`src/rtl/lmdbp_pkg.sv`:
```
package lmdbp_pkg;

    localparam int HALF_WINDOW_DEF = 2;
    localparam int COORD_BITS_DEF  = 12;

    // wide enough for window ages and counts at any allowed half window
    localparam int IDX_W = 4;

    localparam int CFG_IDX_W = 3;
    localparam logic [CFG_IDX_W-1:0] CFG_K0_COL = 3'd0;
    localparam logic [CFG_IDX_W-1:0] CFG_K0_ROW = 3'd1;
    localparam logic [CFG_IDX_W-1:0] CFG_K0_OFF = 3'd2;
    localparam logic [CFG_IDX_W-1:0] CFG_K1_COL = 3'd3;
    localparam logic [CFG_IDX_W-1:0] CFG_K1_ROW = 3'd4;
    localparam logic [CFG_IDX_W-1:0] CFG_K1_OFF = 3'd5;

    localparam logic [31:0] K_ONE = 32'h0100_0000;

    // multiply sequence steps
    localparam logic [2:0] ST_X_COL = 3'd0;
    localparam logic [2:0] ST_X_ROW = 3'd1;
    localparam logic [2:0] ST_X_HI  = 3'd2;
    localparam logic [2:0] ST_X_LO  = 3'd3;
    localparam logic [2:0] ST_Y_COL = 3'd4;
    localparam logic [2:0] ST_Y_ROW = 3'd5;
    localparam logic [2:0] ST_Y_HI  = 3'd6;
    localparam logic [2:0] ST_Y_LO  = 3'd7;

    typedef struct packed {
        logic             shift;
        logic             load;
        logic             sort;
        logic             parity;
        logic             median;
        logic             mul;
        logic [2:0]       step;
        logic             push;
        logic [IDX_W-1:0] age;
        logic [IDX_W-1:0] hi;
        logic             last;
    } t_cmd;

    typedef struct packed {
        logic out_free;
    } t_status;

endpackage

```
`src/rtl/lmdbp_ctrl.sv`:
```
module lmdbp_ctrl #(
    parameter int HALF_WINDOW = lmdbp_pkg::HALF_WINDOW_DEF
) (
    input  logic              i_clk,
    input  logic              i_rst_n,
    input  logic              i_valid,
    input  logic              i_missing,
    input  logic              i_end,
    input  lmdbp_pkg::t_status i_status,
    output logic              o_ready,
    output lmdbp_pkg::t_cmd   o_cmd
);
    localparam int WIN_LEN = 2 * HALF_WINDOW + 1;
    localparam int VCW     = $clog2(WIN_LEN + 1);
    localparam int PCW     = $clog2(HALF_WINDOW + 2);
    localparam int CW      = ($clog2(WIN_LEN) > 3) ? $clog2(WIN_LEN) : 3;
    localparam int IW      = lmdbp_pkg::IDX_W;

    typedef enum logic [2:0] {
        S_IDLE, S_LOAD, S_SORT, S_MED, S_MUL, S_PUSH
    } t_state;

    t_state          r_state, n_state;
    logic [VCW-1:0]  r_vc, n_vc;
    logic [PCW-1:0]  r_pc, n_pc;
    logic            r_end, n_end;
    logic            r_flush, n_flush;
    logic [IW-1:0]   r_age, n_age;
    logic [IW-1:0]   r_hi, n_hi;
    logic [CW-1:0]   r_cnt, n_cnt;

    logic            accept;
    logic [VCW-1:0]  vc_inc;
    logic [PCW-1:0]  pc_inc;

    // upper age of the window around a flushed point
    function automatic logic [IW-1:0] flush_hi(logic [IW-1:0] age, logic [VCW-1:0] vc);
        logic [IW-1:0] a;
        logic [IW-1:0] b;
        a = age + IW'(HALF_WINDOW);
        b = IW'(vc) - IW'(1);
        return (a > b) ? b : a;
    endfunction

    assign accept = (r_state == S_IDLE) && i_valid;
    assign vc_inc = (!i_missing && (r_vc < VCW'(WIN_LEN))) ? r_vc + VCW'(1) : r_vc;
    assign pc_inc = i_missing ? r_pc : r_pc + PCW'(1);

    always_comb begin
        n_state = r_state;
        n_vc    = r_vc;
        n_pc    = r_pc;
        n_end   = r_end;
        n_flush = r_flush;
        n_age   = r_age;
        n_hi    = r_hi;
        n_cnt   = r_cnt;
        case (r_state)
            S_IDLE: begin
                if (i_valid) begin
                    n_vc  = vc_inc;
                    n_pc  = pc_inc;
                    n_end = i_end;
                    n_cnt = '0;
                    if (!i_missing && (pc_inc > PCW'(HALF_WINDOW))) begin
                        n_age   = IW'(HALF_WINDOW);
                        n_hi    = IW'(vc_inc) - IW'(1);
                        n_flush = 1'b0;
                        n_pc    = PCW'(HALF_WINDOW);
                        n_state = S_LOAD;
                    end else if (i_end && (pc_inc != '0)) begin
                        n_age   = IW'(pc_inc) - IW'(1);
                        n_hi    = flush_hi(IW'(pc_inc) - IW'(1), vc_inc);
                        n_flush = 1'b1;
                        n_state = S_LOAD;
                    end else if (i_end) begin
                        n_vc = '0;
                        n_pc = '0;
                    end
                end
            end
            S_LOAD: n_state = S_SORT;
            S_SORT: begin
                if (r_cnt == CW'(WIN_LEN - 1)) begin
                    n_cnt   = '0;
                    n_state = S_MED;
                end else begin
                    n_cnt = r_cnt + CW'(1);
                end
            end
            S_MED: begin
                n_cnt   = '0;
                n_state = S_MUL;
            end
            S_MUL: begin
                if (r_cnt[2:0] == lmdbp_pkg::ST_Y_LO) begin
                    n_cnt   = '0;
                    n_state = S_PUSH;
                end else begin
                    n_cnt = r_cnt + CW'(1);
                end
            end
            S_PUSH: begin
                if (i_status.out_free) begin
                    if (r_flush && (r_age != '0)) begin
                        n_age   = r_age - IW'(1);
                        n_hi    = flush_hi(r_age - IW'(1), r_vc);
                        n_state = S_LOAD;
                    end else if (!r_flush && r_end) begin
                        n_age   = IW'(HALF_WINDOW - 1);
                        n_hi    = flush_hi(IW'(HALF_WINDOW - 1), r_vc);
                        n_flush = 1'b1;
                        n_state = S_LOAD;
                    end else begin
                        if (r_end) begin
                            n_vc = '0;
                            n_pc = '0;
                        end
                        n_state = S_IDLE;
                    end
                end
            end
            default: n_state = S_IDLE;
        endcase
    end

    always_ff @(posedge i_clk) begin
        if (!i_rst_n) begin
            r_state <= S_IDLE;
            r_vc    <= '0;
            r_pc    <= '0;
            r_end   <= 1'b0;
            r_flush <= 1'b0;
            r_age   <= '0;
            r_hi    <= '0;
            r_cnt   <= '0;
        end else begin
            r_state <= n_state;
            r_vc    <= n_vc;
            r_pc    <= n_pc;
            r_end   <= n_end;
            r_flush <= n_flush;
            r_age   <= n_age;
            r_hi    <= n_hi;
            r_cnt   <= n_cnt;
        end
    end

    assign o_ready = (r_state == S_IDLE);

    always_comb begin
        o_cmd        = '0;
        o_cmd.shift  = accept && !i_missing;
        o_cmd.load   = (r_state == S_LOAD);
        o_cmd.sort   = (r_state == S_SORT);
        o_cmd.parity = r_cnt[0];
        o_cmd.median = (r_state == S_MED);
        o_cmd.mul    = (r_state == S_MUL);
        o_cmd.step   = r_cnt[2:0];
        o_cmd.push   = (r_state == S_PUSH) && i_status.out_free;
        o_cmd.age    = r_age;
        o_cmd.hi     = r_hi;
        o_cmd.last   = r_flush && (r_age == '0);
    end

endmodule

```
`config.mk`:
```
export PLATFORM = sky130hd
export DESIGN_NAME = lmdbp_ctrl
export DESIGN_NICKNAME = d
export VERILOG_FILES = /design/src/rtl/lmdbp_pkg.sv /design/src/rtl/lmdbp_ctrl.sv
export SDC_FILE = /design/constraint.sdc
export NUM_CORES = 1
export LEC_CHECK = 0
export ABC_AREA = 1
export BUFFER_PORTS_ARGS = -buffer_cell sky130_fd_sc_hd__clkbuf_2
export CORE_UTILIZATION = 37
export CTS_CLUSTER_DIAMETER = 150
export DETAILED_ROUTE_END_ITERATION = 8
export PLACE_DENSITY = 0.66
export RECOVER_POWER = 25
export SETUP_SLACK_MARGIN = 0.4
export SLEW_MARGIN = 30
export SYNTH_ARGS = -nofsm -noshare
export SYNTH_HDL_FRONTEND = slang
export SYNTH_SLANG_ARGS = --single-unit
export TNS_END_PERCENT = 1
```
`constraint.sdc`:
```
create_clock -name i_clk -period 6.2 [get_ports i_clk]
set_clock_uncertainty 0.2 [all_clocks]
set_input_delay 1.86 -clock i_clk [delete_from_list [all_inputs] [get_ports i_clk]]
set_output_delay 1.86 -clock i_clk [all_outputs]
set_load 0.005 [all_outputs]
```
After elaboration in Yosys (flattened, before gate mapping)
Index checks and enable logic that the tools add are counted.
{ "word_totals": {"register_bits": 21, "input_bits": 6, "out_inout_bits": 20} }
{ "op_classes": {"n_addsub": 9, "order_cmp": 5, "n_eq_ne": 17, "muxes": 57, "reduce_logical": 23} }
{ "ops": {"columns": ["cell", "count"], "rows": [
  ["$mux W4", 15],
  ["$mux W3", 18],
  ["$mux W2", 9],
  ["$pmux W3 S6", 1],
  ["$pmux W4 S2", 2],
  ["$eq A3 B3 Y1 const B", 4],
  ["$ne A2 B2 Y1 const B", 6],
  ["$pmux W3 S4", 1],
  ["$reduce_and A6 Y1", 2],
  ["$reduce_and A5 Y1", 2],
  ["$logic_and A1 B1 Y1", 9],
  ["$gt A4 B4 Y1", 2],
  ["$mux W1", 8],
  ["$reduce_bool A4 Y1", 2],
  ["$sub A3 B1 Y4 const B", 2],
  ["$add A3 B1 Y3 const B", 2],
  ["$eq A3 B2 Y1 const B", 2],
  ["$pmux W3 S2", 1],
  ["$add A3 B3 Y4 const B", 1],
  ["$add A4 B2 Y4 const B", 1],
  ["$gt A2 B4 Y1 const A", 1],
  ["$logic_not A4 Y1", 1],
  ["$ne A2 B1 Y1 const B", 2],
  ["$pmux W2 S2", 1],
  ["other kinds (13)", 16]
]} }

Longest topological paths before layout
{ "depth": {"depth_word": 10, "depth_mapped": 22, "ltp_nobuf": 22} }

Worst setup path after synthesis
OpenSTA, ideal clock, no wires.
{ "synth_timing": {"path_kind": "input to output", "from": "input i_missing", "to": "output o_cmd[18] (netlist bit)", "arrival_time_ns": 2.133, "t_required_ns": 4.140, "path_slack_ns": 2.007, "cell_stages": 2, "path_buffers": 1, "path_cell_list": "buf_2 -> nor2_1"} }
{ "synth_lines": {"columns": ["item", "line", "source"], "rows": [
  ["start, declared", "lmdbp_ctrl.sv:7", "input logic i_missing,"],
  ["end, declared", "lmdbp_ctrl.sv:11", "output lmdbp_pkg::t_cmd o_cmd"]
]} }

==> results.md <==
- The clock drives 21 sinks.
- The height of the chip is approximately 73 µm.
- The count of placed standard cells including taps is 362.
- The final clock period utilization by the worst path is about 70%.
- In this run the worst path has a maximum fanout of 6.
- The required time reported for the critical path endpoint is 4.14 ns.
- In this run the cell area of the synthesized design comes to 1868 µm².
- The later-pin clock latency in the skew report is ~0.27 ns.
- The count of antenna diodes in the layout is 0.
- The number of cells on the critical path is 3.
- Once detail routing completed, the nets flagged for antenna violations numbered 0.
- Among all flip-flop cells after synthesis, the most frequent one is sky130_fd_sc_hd__dfxtp_1.
- The initial antenna violation count is 0.
- The final cell utilization of the core is 43.76%.
- The worst setup path is of the in -> out kind.
- The signal on the critical path passes through clkbuf_2 > nor2_1 > clkbuf_2.
- Power spread over the standard cell area amounts to 605.1 nW/µm².
- The largest single stage delay on the critical path is 0.16 ns.
- In this run the deepest clock path goes through 2 buffers.
- Sorting the synthesized cells by how often they occur yields sky130_fd_sc_hd__nand2_1, sky130_fd_sc_hd__inv_1, sky130_fd_sc_hd__nand3_1, sky130_fd_sc_hd__a21oi_1, sky130_fd_sc_hd__dfxtp_1.
- For the pin with the worst max-slew slack, the measured transition is 0.6144 ns.
- Among the stages of the critical path, the cell type that occurs most often is sky130_fd_sc_hd__clkbuf_2.
- After clock tree synthesis, the flow added hold-fix buffers numbering 0.
- The maximum frequency from static timing analysis is 230.7 MHz.
- The post-route minimum period is 4.334 ns.
- Summing all non-filler instances in the final layout gives an area of 2095 µm².
- The post-synthesis instance total is approximately 280.
- Summing all placed instances gives a cell area of 2051 µm².
- The last weighted congestion value of the routability-driven placer is 0.8924.
- In this run the post-CTS setup repair buffer count came out at 0.
- The number of global-route vias before repair is 1,548.
- The area added between synthesis and finish is 12.12%.
- In the routed layout, each cell is associated on average with a via count of slightly below 5.
- The cell at the slowest stage of the critical path is sky130_fd_sc_hd__clkbuf_2.
- Among all cell types in the netlist, the one instantiated most often is sky130_fd_sc_hd__nand2_1.
- The headroom to the max-slew limit is 59.04%.
- The top-level I/O count is 26.
- During placement, the flow inserted port buffers numbering 25.
- The total clock buffers created by CTS is 3.
- Synthesis inferred 21 register bits.
- Final hold analysis gives a worst-case slack of 0.3028 ns.
- The placeable core region is around 4800 µm².
- The net switching component of the power is around 700 µW.
- The number of distinct standard cells referenced by the synthesized netlist is 38.
- The half-perimeter wire length after placement is 3570 µm.
- The count of instances resized after the clock tree is built is 0.
- The remaining global-route overflow is 0.
- The flow ran to the end, and the final reports show no timing, DRC or antenna violations.
- The largest total area in the synthesized netlist belongs to sky130_fd_sc_hd__dfxtp_1.
- In this run the core area contains 25 standard-cell rows.
- In the post-synthesis netlist, the biggest area contributors are sky130_fd_sc_hd__dfxtp_1, sky130_fd_sc_hd__ha_1, sky130_fd_sc_hd__nand2_1.
- The number of vias after detailed routing is 1,807.
- Entering global routing, the biggest net connects 15 pins.
- TritonCTS built the clock tree.
- For this run, design rule violations remaining after detail routing come to 0.
- In this run the worst hold path is classified as reg -> reg.
- The switching fraction of total power is 54.96%.
- The fraction of post-synthesis cell area in the top cell type by area is between 20% and 30%.
- STA classifies the critical path startpoint as a primary input.
- The mean routed wirelength per cell is 11.87 µm.
- Adding up every negative setup slack in the final design gives 0 ns.
- The number of cells on the worst reg-to-reg path is 19.
- The average footprint of a synthesized cell is 6.793 µm².
- The total count of hold-check failures in the final report was 0.
- The die area is about 5300 µm².
- The fraction of registers with async set or reset after synthesis is 0%.
- The initial utilization of the core area, before any placement, comes to between 30% and 40%.
- Clock-pin slew was measured on the worst setup and hold paths at around 0.08 ns.
- Setup violations remaining at the end of the flow were counted as 0.
- The clock network accounts for 7.6% of the total power.
- The data arrival time at the worst-slack endpoint is approximately 2.3 ns.
- Setup repair after global routing left no endpoint under its margin.
- The number of cells on the worst hold path is 2.
- The share of total power dissipated in combinational logic is 74.7%.
- The number of buffers and inverters on the critical path is 2.
- The layout cell share with drive strength beyond 1 is 19.73%.
- The worst-case vdd ir drop is 0.0002887 V.
- The H-tree level count is 1.
- The overall routed net length is 4343 µm.
- The number of enable-type register cells in the synthesized netlist is 0.
- For this run, the post-layout net count is 324.
- For this design the static power due to leakage is roughly 1.1 nW.
- When the netlist entered floorplanning its net count stood at around 300.
- Of the synthesized area, sequential elements account for 22.51%.
- The global routing usage summed across all routing layers is 17.43%.
- The first global-routing pass estimated ~7200 µm of wire.
- The number of pins exceeding their max-slew limit in the final report came to 0.
- After the first detailed-routing iteration, the DRC count stood at 123.
- During synthesis, Yosys emitted a total of 0 warnings.
- The cell sitting at the root of the clock tree is a sky130_fd_sc_hd__clkbuf_8.
- The max-capacitance violation count is 0.
- The final standard cell count with taps included and fillers excluded is 366.
- The internal power of the cells totals 570.9 µW.
- The sequential share of power is between 10% and 20%.
- Grouping stages by cell kind, the critical path spends the most delay in buffers and inverters.
- The die is 73.06 µm wide.
- The first-pass iteration count of the detailed router is 4.
- The nature of the critical path endpoint is a primary output.
==> cells by family (layout without fill, tap and decap cells) <==
kind of cell,Yosys count,in the layout,share of synthesized area [%]
adders and majority gates,18,18,12.06
DFF,21,21,22.50
xor gates and xnor gates,6,6,3.216
AOI/OAI and AO/OA,57,57,17.35
and+or+nand+nor,122,122,33.82
buffers and inverters,51,75,11.05
==> cell usage in the layout, fill, tap and decap left out, types with 2 or more instances in the layout <==
cell,n
sky130_fd_sc_hd__nand3_1,29
sky130_fd_sc_hd__nor2_8,2
sky130_fd_sc_hd__nand4_1,4
sky130_fd_sc_hd__nand2_2,5
sky130_fd_sc_hd__nor2_1,18
sky130_fd_sc_hd__nand3_2,2
sky130_fd_sc_hd__nor2_2,4
sky130_fd_sc_hd__xor2_1,2
sky130_fd_sc_hd__nand3_4,2
sky130_fd_sc_hd__xnor2_1,3
sky130_fd_sc_hd__dfxtp_1,21
sky130_fd_sc_hd__o21ai_1,16
sky130_fd_sc_hd__a31oi_1,2
sky130_fd_sc_hd__clkbuf_8,3
sky130_fd_sc_hd__clkbuf_2,23
sky130_fd_sc_hd__a21oi_1,21
sky130_fd_sc_hd__nand2_1,49
sky130_fd_sc_hd__ha_1,18
sky130_fd_sc_hd__inv_2,6
sky130_fd_sc_hd__inv_1,38
sky130_fd_sc_hd__nor3_1,2
sky130_fd_sc_hd__o21ai_0,10
sky130_fd_sc_hd__nand2_4,2
sky130_fd_sc_hd__clkbuf_1,2
==> worst paths after layout <==
kind	start	end	slack, ns
worst max-delay path	i_missing	o_cmd[18]	1.87
worst max register to register	r_vc[0]$_SDFFE_PN0P_	r_hi[2]$_SDFFE_PN0P_	3.20
worst min-delay path	r_cnt[1]$_SDFFE_PN0P_	r_cnt[1]$_SDFFE_PN0P_	0.30
worst min register to register	r_cnt[1]$_SDFFE_PN0P_	r_cnt[1]$_SDFFE_PN0P_	0.30
==> per-stage QoR <==
step	total power, mW	worst slack (ns)
floorplan	0.9660	2.007
global placement	1.155	1.833
detailed placement	1.164	1.762
CTS	1.267	1.850
global route	1.427	1.806
finish	1.267	1.866
==> per-layer routing <==
| metal | part of all wire (%) | track usage (%) | vias to the layer above | wire [µm] |
|---|---|---|---|---|
| met5 | 0 | 0 | - | 0 |
| met4 | 1.1 | 4.575 | 0 | 46 |
| met3 | 5.9 | 2.072 | 4 | 256 |
| met2 | 43 | 25.93 | 40 | 1859 |
| met1 | 50 | 26.24 | 807 | 2181 |
| li1 | - | - | 956 | - |
==> state kept, by name, summed over array words and instances, names as in the netlist <==
| register | cells |
|---|---|
| r_state | 3 |
| r_vc | 3 |
| r_cnt | 3 |
| r_flush | 1 |
| r_age | 4 |
| r_end | 1 |
| r_hi | 4 |
| r_pc | 2 |
==> area by class of cell <==
cell class / count / area [µm²]
fill: 522 / 2691
multi-input combinational: 203 / 1241
sequential: 21 / 420.4
inverter: 46 / 180.2
timing repair buffer: 25 / 122.6
tap: 67 / 83.83
clock buffer: 3 / 41.29
clock inverter: 1 / 5.005
==> power by group through the flow <==
stage	clock, mW	sequential (mW)	combinational, mW
5_1_grt	0.103	0.230	1.09
3_3_place_gp	0	0.227	0.929
6_report	0.0967	0.224	0.947
3_5_place_dp	0	0.226	0.937
2_1_floorplan	0	0.213	0.753
4_1_cts	0.0993	0.223	0.945
==> worst min-delay path, cell delays in order, from the launching register on <==
cell and delay, ns:
sky130_fd_sc_hd__dfxtp_1 0.34, sky130_fd_sc_hd__nand2_1 0.07, sky130_fd_sc_hd__a21oi_1 0.05
Power figures use the tool's default switching activity.
